$ cat config.mk
export PLATFORM = sky130hd
export DESIGN_NAME = bernstein_basis_triangle
export DESIGN_NICKNAME = d
export VERILOG_FILES = /design/src/rtl/bbt_pkg.sv /design/src/rtl/bbt_ctrl.sv /design/src/rtl/bbt_dp.sv /design/src/rtl/bernstein_basis_triangle.sv
export SDC_FILE = /design/constraint.sdc
export NUM_CORES = 2
export LEC_CHECK = 0
export BUFFER_PORTS_ARGS = -buffer_cell sky130_fd_sc_hd__buf_4
export CAP_MARGIN = 5
export CORE_UTILIZATION = 30
export CTS_CLUSTER_DIAMETER = 120
export CTS_CLUSTER_SIZE = 28
export DETAILED_ROUTE_END_ITERATION = 8
export HOLD_SLACK_MARGIN = 0.05
export PLACE_DENSITY = 0.52
export SKIP_CTS_REPAIR_TIMING = 1
export SYNTH_ARGS = -nofsm -noshare
export SYNTH_HDL_FRONTEND = slang
export SYNTH_SLANG_ARGS = --single-unit
$ cat constraint.sdc
create_clock -name clk -period 7.85 [get_ports clk]
set_input_delay 0.3925 -clock clk [delete_from_list [all_inputs] [get_ports clk]]
set_output_delay 0.3925 -clock clk [all_outputs]
set_load 0.1 [all_outputs]
$ cat src/rtl/bbt_pkg.sv
package bbt_pkg;

  // Field widths
  localparam int DEG_W = 4;
  localparam int VAL_W = 17;
  localparam int PROD_W = 2 * VAL_W;

  // 1.0 in Q1.16
  localparam logic [VAL_W-1:0] ONE_Q16 = 17'h10000;

  // Rounding constant for Q2.32 -> Q1.16
  localparam logic [PROD_W:0] RND_HALF = 35'h0_0000_8000;

  // Command from the controller to the datapath
  typedef struct packed {
    logic             start;  // new item accepted: latch t, seed row 0
    logic             issue;  // launch one basis entry into the multiply stage
    logic [DEG_W-1:0] row;    // degree of the entry being launched
    logic [DEG_W-1:0] idx;    // index of the entry within its row
    logic             last;   // final entry of the run
  } cmd_t;

endpackage

$ cat src/rtl/bbt_ctrl.sv
module bbt_ctrl #(
  parameter int MAX_DEGREE = 8
) (
  input  logic                     clk,
  input  logic                     rst_n,
  input  logic                     in_tvalid,
  output logic                     in_tready,
  input  logic [bbt_pkg::DEG_W-1:0] degree,
  input  logic                     adv,
  output bbt_pkg::cmd_t            cmd
);

  localparam logic ST_IDLE = 1'b0;
  localparam logic ST_RUN  = 1'b1;

  localparam logic [bbt_pkg::DEG_W-1:0] DEG_MAX = bbt_pkg::DEG_W'(MAX_DEGREE);

  logic                      state_r, state_nxt;
  logic [bbt_pkg::DEG_W-1:0] deg_r, deg_nxt;
  logic [bbt_pkg::DEG_W-1:0] row_r, row_nxt;
  logic [bbt_pkg::DEG_W-1:0] idx_r, idx_nxt;
  logic [bbt_pkg::DEG_W-1:0] deg_clamp;
  logic                      last_ent;

  assign deg_clamp = (degree > DEG_MAX) ? DEG_MAX : degree;
  assign last_ent  = (row_r == deg_r) && (idx_r == row_r);
  assign in_tready = (state_r == ST_IDLE);

  // Walk the triangle row by row, one entry per pipeline advance
  always_comb begin
    state_nxt = state_r;
    deg_nxt   = deg_r;
    row_nxt   = row_r;
    idx_nxt   = idx_r;
    unique case (state_r)
      ST_IDLE: begin
        if (in_tvalid) begin
          deg_nxt   = deg_clamp;
          row_nxt   = (deg_clamp == '0) ? '0 : bbt_pkg::DEG_W'(1);
          idx_nxt   = '0;
          state_nxt = ST_RUN;
        end
      end
      ST_RUN: begin
        if (adv) begin
          if (last_ent) begin
            state_nxt = ST_IDLE;
          end else if (idx_r == row_r) begin
            row_nxt = row_r + bbt_pkg::DEG_W'(1);
            idx_nxt = '0;
          end else begin
            idx_nxt = idx_r + bbt_pkg::DEG_W'(1);
          end
        end
      end
      default: state_nxt = ST_IDLE;
    endcase
  end

  // Commands
  always_comb begin
    cmd.start = (state_r == ST_IDLE) && in_tvalid;
    cmd.issue = (state_r == ST_RUN) && adv;
    cmd.row   = row_r;
    cmd.idx   = idx_r;
    cmd.last  = last_ent;
  end

  always_ff @(posedge clk) begin
    if (!rst_n) begin
      state_r <= ST_IDLE;
      deg_r   <= '0;
      row_r   <= '0;
      idx_r   <= '0;
    end else begin
      state_r <= state_nxt;
      deg_r   <= deg_nxt;
      row_r   <= row_nxt;
      idx_r   <= idx_nxt;
    end
  end

`ifndef SYNTHESIS
  // Counters never leave the triangle
  a_idx_in_row: assert property (@(posedge clk) disable iff (!rst_n)
    (state_r == ST_RUN) |-> (idx_r <= row_r) && (row_r <= deg_r))
    else $error("entry index outside its row");

  // An accepted beat always starts a run at index zero
  a_start_run: assert property (@(posedge clk) disable iff (!rst_n)
    cmd.start |=> (state_r == ST_RUN) && (idx_r == '0))
    else $error("run did not start after accept");
`endif

endmodule

$ cat src/rtl/bbt_dp.sv
module bbt_dp #(
  parameter int MAX_DEGREE = 8
) (
  input  logic                      clk,
  input  logic                      rst_n,
  input  bbt_pkg::cmd_t             cmd,
  input  logic [bbt_pkg::VAL_W-1:0] in_t,
  output logic                      adv,
  output logic                      out_tvalid,
  input  logic                      out_tready,
  output logic [bbt_pkg::DEG_W-1:0] out_row,
  output logic [bbt_pkg::DEG_W-1:0] out_idx,
  output logic [bbt_pkg::VAL_W-1:0] out_val,
  output logic                      out_last
);

  localparam int IW = $clog2(MAX_DEGREE + 1);
  localparam int VW = bbt_pkg::VAL_W;
  localparam int PW = bbt_pkg::PROD_W;

  // Previous basis row, updated in place
  logic [VW-1:0] prev_r [0:MAX_DEGREE];

  logic [VW-1:0] t_r;
  logic [VW-1:0] t_clamp;
  logic [VW-1:0] u_val;
  logic [VW-1:0] carry_r;
  logic [VW-1:0] rd_val;
  logic [VW-1:0] opa, opb, fac_b;

  // Multiply stage
  logic                      s1_v_r;
  logic [bbt_pkg::DEG_W-1:0] s1_row_r, s1_idx_r;
  logic                      s1_last_r;
  logic [PW-1:0]             prod_a_r, prod_b_r;

  // Sum, round and saturate
  logic [PW:0]   sum;
  logic [PW:0]   rnd;
  logic [PW-16:0] q;
  logic [VW-1:0] s1_val;

  // Output register
  logic                      out_v_r;
  logic [bbt_pkg::DEG_W-1:0] out_row_r, out_idx_r;
  logic [VW-1:0]             out_val_r;
  logic                      out_last_r;

  assign adv     = !out_v_r || out_tready;
  assign t_clamp = (in_t > bbt_pkg::ONE_Q16) ? bbt_pkg::ONE_Q16 : in_t;
  assign u_val   = bbt_pkg::ONE_Q16 - t_r;
  assign rd_val  = prev_r[cmd.idx[IW-1:0]];

  // Operand select: no left neighbor at index 0, no right neighbor at the row end.
  // Row 0 scales the seeded 1.0 by 1.0.
  always_comb begin
    opa   = (cmd.idx == '0) ? '0 : carry_r;
    opb   = ((cmd.idx == cmd.row) && (cmd.row != '0)) ? '0 : rd_val;
    fac_b = (cmd.row == '0) ? bbt_pkg::ONE_Q16 : u_val;
  end

  assign sum    = (PW+1)'(prod_a_r) + (PW+1)'(prod_b_r);
  assign rnd    = sum + bbt_pkg::RND_HALF;
  assign q      = rnd[PW:16];
  assign s1_val = (q > (PW-15)'(bbt_pkg::ONE_Q16)) ? bbt_pkg::ONE_Q16 : q[VW-1:0];

  // Control state
  always_ff @(posedge clk) begin
    if (!rst_n) begin
      t_r     <= '0;
      s1_v_r  <= 1'b0;
      out_v_r <= 1'b0;
    end else begin
      if (cmd.start) t_r <= t_clamp;
      if (adv) begin
        s1_v_r  <= cmd.issue;
        out_v_r <= s1_v_r;
      end
    end
  end

  // Pipeline payload
  always_ff @(posedge clk) begin
    if (adv) begin
      if (cmd.issue) begin
        s1_row_r  <= cmd.row;
        s1_idx_r  <= cmd.idx;
        s1_last_r <= cmd.last;
        prod_a_r  <= PW'(t_r) * PW'(opa);
        prod_b_r  <= PW'(fac_b) * PW'(opb);
        carry_r   <= rd_val;
      end
      out_row_r  <= s1_row_r;
      out_idx_r  <= s1_idx_r;
      out_val_r  <= s1_val;
      out_last_r <= s1_last_r;
    end
  end

  // Row store: entry written as it leaves the multiply stage; row 0 seeded at start
  always_ff @(posedge clk) begin
    if (adv && s1_v_r) prev_r[s1_idx_r[IW-1:0]] <= s1_val;
    if (cmd.start) prev_r[0] <= bbt_pkg::ONE_Q16;
  end

  assign out_tvalid = out_v_r;
  assign out_row    = out_row_r;
  assign out_idx    = out_idx_r;
  assign out_val    = out_val_r;
  assign out_last   = out_last_r;

`ifndef SYNTHESIS
  a_val_sat: assert property (@(posedge clk) disable iff (!rst_n)
    out_v_r |-> (out_val_r <= bbt_pkg::ONE_Q16))
    else $error("basis value above 1.0");

  a_idx_le_row: assert property (@(posedge clk) disable iff (!rst_n)
    out_v_r |-> (out_idx_r <= out_row_r))
    else $error("basis index beyond row degree");

  a_last_at_end: assert property (@(posedge clk) disable iff (!rst_n)
    (out_v_r && out_last_r) |-> (out_idx_r == out_row_r))
    else $error("last beat not at end of its row");
`endif

endmodule

$ cat src/rtl/bernstein_basis_triangle.sv
// Bernstein basis triangle: each input beat carries t in Q1.16 (values above 1.0 are
// taken as 1.0); the block emits the basis rows of degree 1 up to the programmed
// degree d (clamped to MAX_DEGREE), lowest degree first and lowest index first
// within a row, one value per output beat, with tlast on the final one. Degree 0
// emits a single 1.0. Values come from the de Casteljau recurrence, rounded to
// nearest and saturated at 1.0. An item with d >= 1 produces d*(d+3)/2 beats: the
// block first accepts the item, then sends one entry per cycle through the shared
// pair of 17x17 multipliers. The next item is taken once the last entry of the
// current one has entered the multiply stage; output backpressure stalls the whole
// pipeline. Register 0 (byte address 0) holds the degree, reset value 3.
module bernstein_basis_triangle #(
  parameter int MAX_DEGREE = 8
) (
  input  logic        clk,
  input  logic        rst_n,
  // Input stream
  input  logic        in_tvalid,
  output logic        in_tready,
  input  logic [23:0] in_tdata,   // [16:0] param_t
  // Result stream
  output logic        out_tvalid,
  input  logic        out_tready,
  output logic [31:0] out_tdata,  // [3:0] row_degree, [7:4] basis_index, [24:8] basis_value
  output logic        out_tlast,  // last_of_run
  // Configuration
  input  logic        cfg_psel,
  input  logic        cfg_penable,
  input  logic        cfg_pwrite,
  input  logic [2:0]  cfg_paddr,
  input  logic [31:0] cfg_pwdata,
  output logic [31:0] cfg_prdata,
  output logic        cfg_pready
);

  localparam logic REG_DEGREE = 1'b0;

  logic [bbt_pkg::DEG_W-1:0] degree_r;
  logic                      cfg_wr;
  bbt_pkg::cmd_t             cmd;
  logic                      adv;
  logic [bbt_pkg::DEG_W-1:0] out_row, out_idx;
  logic [bbt_pkg::VAL_W-1:0] out_val;

  // Register file
  assign cfg_pready = 1'b1;
  assign cfg_wr     = cfg_psel && cfg_penable && cfg_pwrite && cfg_pready;

  always_ff @(posedge clk) begin
    if (!rst_n) begin
      degree_r <= bbt_pkg::DEG_W'(3);
    end else if (cfg_wr && (cfg_paddr[2] == REG_DEGREE)) begin
      degree_r <= cfg_pwdata[bbt_pkg::DEG_W-1:0];
    end
  end

  assign cfg_prdata = (cfg_paddr[2] == REG_DEGREE) ? {28'b0, degree_r} : 32'b0;

  bbt_ctrl #(
    .MAX_DEGREE(MAX_DEGREE)
  ) u_ctrl (
    .clk       (clk),
    .rst_n     (rst_n),
    .in_tvalid (in_tvalid),
    .in_tready (in_tready),
    .degree    (degree_r),
    .adv       (adv),
    .cmd       (cmd)
  );

  bbt_dp #(
    .MAX_DEGREE(MAX_DEGREE)
  ) u_dp (
    .clk        (clk),
    .rst_n      (rst_n),
    .cmd        (cmd),
    .in_t       (in_tdata[16:0]),
    .adv        (adv),
    .out_tvalid (out_tvalid),
    .out_tready (out_tready),
    .out_row    (out_row),
    .out_idx    (out_idx),
    .out_val    (out_val),
    .out_last   (out_tlast)
  );

  assign out_tdata = {7'b0, out_val, out_idx, out_row};

endmodule
==> flow_summary_export.csv <==
group,metric,value,unit
worst_setup_path,worstPathMaxFanout,17,
clock_network,cts-htree-levels,1,
worst_setup_path,cp-start-kind,"register",
place,place_congestion,0.891,
yosys,synth_edf_count,256,
power_and_ir_drop,powerDensity,160,nW/µm²
place,hpwl,70400,µm
sta,tightest_slew,1150,ps
grt,grt-ovfl-total,0,
drt,wirelength,86500,µm
grt,grt_pass1_vias,23458,
worst_setup_path,r2r-end,"u_dp.prod_a_r[33]",
yosys,yosysSeqAreaShare,27.1,%
yosys,synth_area_per_cell,10.1,µm²
sta,slew_violations,0,
sta,period_needed,7500,ps
final_layout,final_area,37500,µm²
place,dp_slack,-95.6,ps
yosys,yosys_warnings,0,
drt,drc,0,
grt,grt_max_degree,51,
final_layout,fin_nets,4291,
drt,drtAntennaViolNets,0,
worst_setup_path,crit_end,"u_dp.prod_a_r[33]",
worst_setup_path,rrSetupSlack,350,ps
die,die_w,332,µm
power_and_ir_drop,p_leak,17.4,nW
sta,final.setup.worst_slack,346,ps
power_and_ir_drop,max-vdd-ir-drop,0.235,mV
drt,viasPerCell,4.63,
place,port_buffers,60,
worst_setup_path,rr_worst_depth,30,
power_and_ir_drop,netSwitchingFraction,42.3,%
power_and_ir_drop,p_sw,0.00255,W
power_and_ir_drop,power_frac_comb,49.5,%
sta,slew_headroom,23.2,%
worst_setup_path,arrival,7800,ps
power_and_ir_drop,pwr-share-clk,16.0,%
sta,period_share,95.6,%
sta,hold_violations,0,
job,max_cap_violations,0,
final_layout,post-route-util,34.9,%
drt,drtIter0Drc,1201,
yosys,yosys_most_used_dff,"edfxtp_1",
place,dp_cells,4869,
yosys,synthTopCellsByArea,"fa_1 27%, edfxtp_1 24%, ha_1 11%",
worst_setup_path,critPathLaunch,"u_ctrl.idx_r[0]",
final_layout,instances_no_fill,4904,
yosys,async_reset_ff_share,0,%
worst_setup_path,required,8150,ps
worst_setup_path,cp_slowest_cell,"fa_1",
clock_network,numCtsBuffers,16,
drt,dr.pass1.iters,5,
sta,fin_tns_setup,0,ps
clock_network,cts_max_path_buffers,3,
grt,grt_antenna_before_repair,0,
status,outcome,"finished clean",
final_layout,drive_gt1_share,14.2,%
worst_setup_path,r2r_start,"u_ctrl.idx_r[0]",
power_and_ir_drop,seqPwrFrac,34.5,%
hold_path,hold_class,"primary input to register",
sta,fmaxAchievable,133,MHz
final_layout,n_antenna_cell,0,
die,start_util,30.4,%
place,dpl-instance-area,36800,µm²
die,die_h,332,µm
yosys,synth-seq-cells,313,
final_layout,area_growth,15.0,%
clock_network,clk_pin_slew_worst_paths,110,ps
die,ios,134,
worst_setup_path,critical_path.max_stage_delay,560,ps
yosys,yosysTopAreaCellShare,27.5,%
grt,grt_usage,15.8,%
clock_network,cts_sinks,313,
clock_network,cts_root_buf,"clkbuf_16",
sta,setup_viol,0,
worst_setup_path,critPathKind,"register to register",
worst_setup_path,cp-end-kind,"register",
clock_network,insertion_delay,540,ps
grt,grt_first_pass_wirelength,136000,µm
yosys,synthMostInstantiatedCell,"inv_1",
die,core,108000,µm²
yosys,synth_cells,3232,
yosys,yosysTopAreaCell,"fa_1",
die,rows,120,
sta,skew,27.4,ps
power_and_ir_drop,p_int,0.00347,W
yosys,synth_commonest_cells,"600 x inv_1, 475 x nand2_1, 448 x fa_1",
yosys,netlist-cell-type-count,75,
drt,wl_per_cell,17.6,µm
die,dieArea,110000,µm²
clock_network,cts_tree,"yes",
yosys,mappedNetlistArea,32600,µm²
drt,vias,22689,
[routing by layer]
layer | track usage, % | vias up | routed length, µm
li1 | - | 10685 | -
met1 | 21.9 | 11483 | 39500
met2 | 27.1 | 445 | 41800
met3 | 1.51 | 76 | 3550
met4 | 2.76 | 0 | 1670
met5 | 0 | - | 0
[logic make-up (layout without fill, tap and decap cells)]
family / after synthesis / after routing / synth area share (%)
XOR/XNOR: 94 / 94 / 2.52
multiplexers: 58 / 58 / 3.08
AND/OR/NAND/NOR: 983 / 983 / 13.9
flip-flops: 313 / 313 / 27.1
other: 2 / 36 / 0.0230
adder cells (fa/ha/maj): 734 / 734 / 38.5
buffers and inverters: 782 / 1017 / 9.46
AO/OA/AOI/OAI: 266 / 266 / 5.49
[worst min-delay path by stage]
stage / startpoint / to / slack, ps / cells past startpoint
final: cfg_pwdata[1] / degree_r[1] / 90 / 3
after global routing: cfg_pwdata[0] / degree_r[0] / 90 / 3
after CTS: cfg_pwdata[1] / degree_r[1] / 60 / 3
after detailed placement: u_dp.s1_row_r[0] / u_dp.out_row[0] / 410 / 0
after global placement: u_dp.s1_last_r / u_dp.out_last / 420 / 0
after floorplan: u_dp.s1_last_r / u_dp.out_last / 400 / 0
[state kept, by name (all words and copies together), names as in the netlist, 17 cells and up, named ones only]
signal,flops
u_dp.carry_r,17
u_dp.prod_b_r,34
u_dp.t_r,17
u_dp.out_val,17
u_dp.prod_a_r,34
u_dp.prev_r,153
[layout make-up]
cell class	instances	area (µm²)
fill	11028	70000
timing repair buffer	389	3140
inverter	600	2250
clock buffer	22	423
multi-input combinational	2171	21000
clock inverter	6	77.6
sequential	313	8830
tap	1403	1760
[metrics by stage]
step | hold slack, ps | power, W
2_1_floorplan | 400 | 0.00394
4_1_cts | 57.6 | 0.00604
6_report | 86.5 | 0.00602
3_5_place_dp | 409 | 0.00506
5_1_grt | 91.2 | 0.00641
3_3_place_gp | 419 | 0.00505
[power by group through the flow]
stage          logic, W  registers (W)  clock network, W
2_1_floorplan   0.00161        0.00233                 0
3_3_place_gp    0.00294        0.00212                 0
3_5_place_dp    0.00295        0.00211                 0
4_1_cts         0.00297        0.00208          0.000999
5_1_grt         0.00327        0.00209           0.00105
6_report        0.00298        0.00208          0.000965
[cell usage in the layout, fill, tap and decap left out, types with 11 or more instances in the layout]
| master | instances |
|---|---|
| a21oi_1 | 63 |
| nand4_1 | 15 |
| nand2_1 | 471 |
| and3_1 | 37 |
| buf_12 | 16 |
| o21ai_0 | 39 |
| nor2b_1 | 49 |
| ha_1 | 286 |
| inv_1 | 600 |
| buf_4 | 370 |
| xor2_1 | 32 |
| o21ai_1 | 15 |
| and2_1 | 121 |
| dfxtp_1 | 55 |
| nor4_1 | 12 |
| o21bai_1 | 11 |
| clkbuf_16 | 17 |
| nor3_1 | 18 |
| nand2b_1 | 13 |
| a22o_1 | 24 |
| xnor2_1 | 62 |
| a21o_1 | 31 |
| fa_1 | 447 |
| mux4_2 | 34 |
| nand3_1 | 29 |
| edfxtp_1 | 256 |
| conb_1 | 36 |
| mux2i_1 | 24 |
| nor2_1 | 161 |
[critical path: cells and delay by family (launching register included)]
kind	cells	cell delay, ps
AO/OA/AOI/OAI	6	1350
XOR/XNOR	1	90
buffers and inverters	10	1070
flip-flops	1	380
AND/OR/NAND/NOR	5	800
adder cells (fa/ha/maj)	8	3530
No activity file was read; power rests on OpenSTA's default activity.
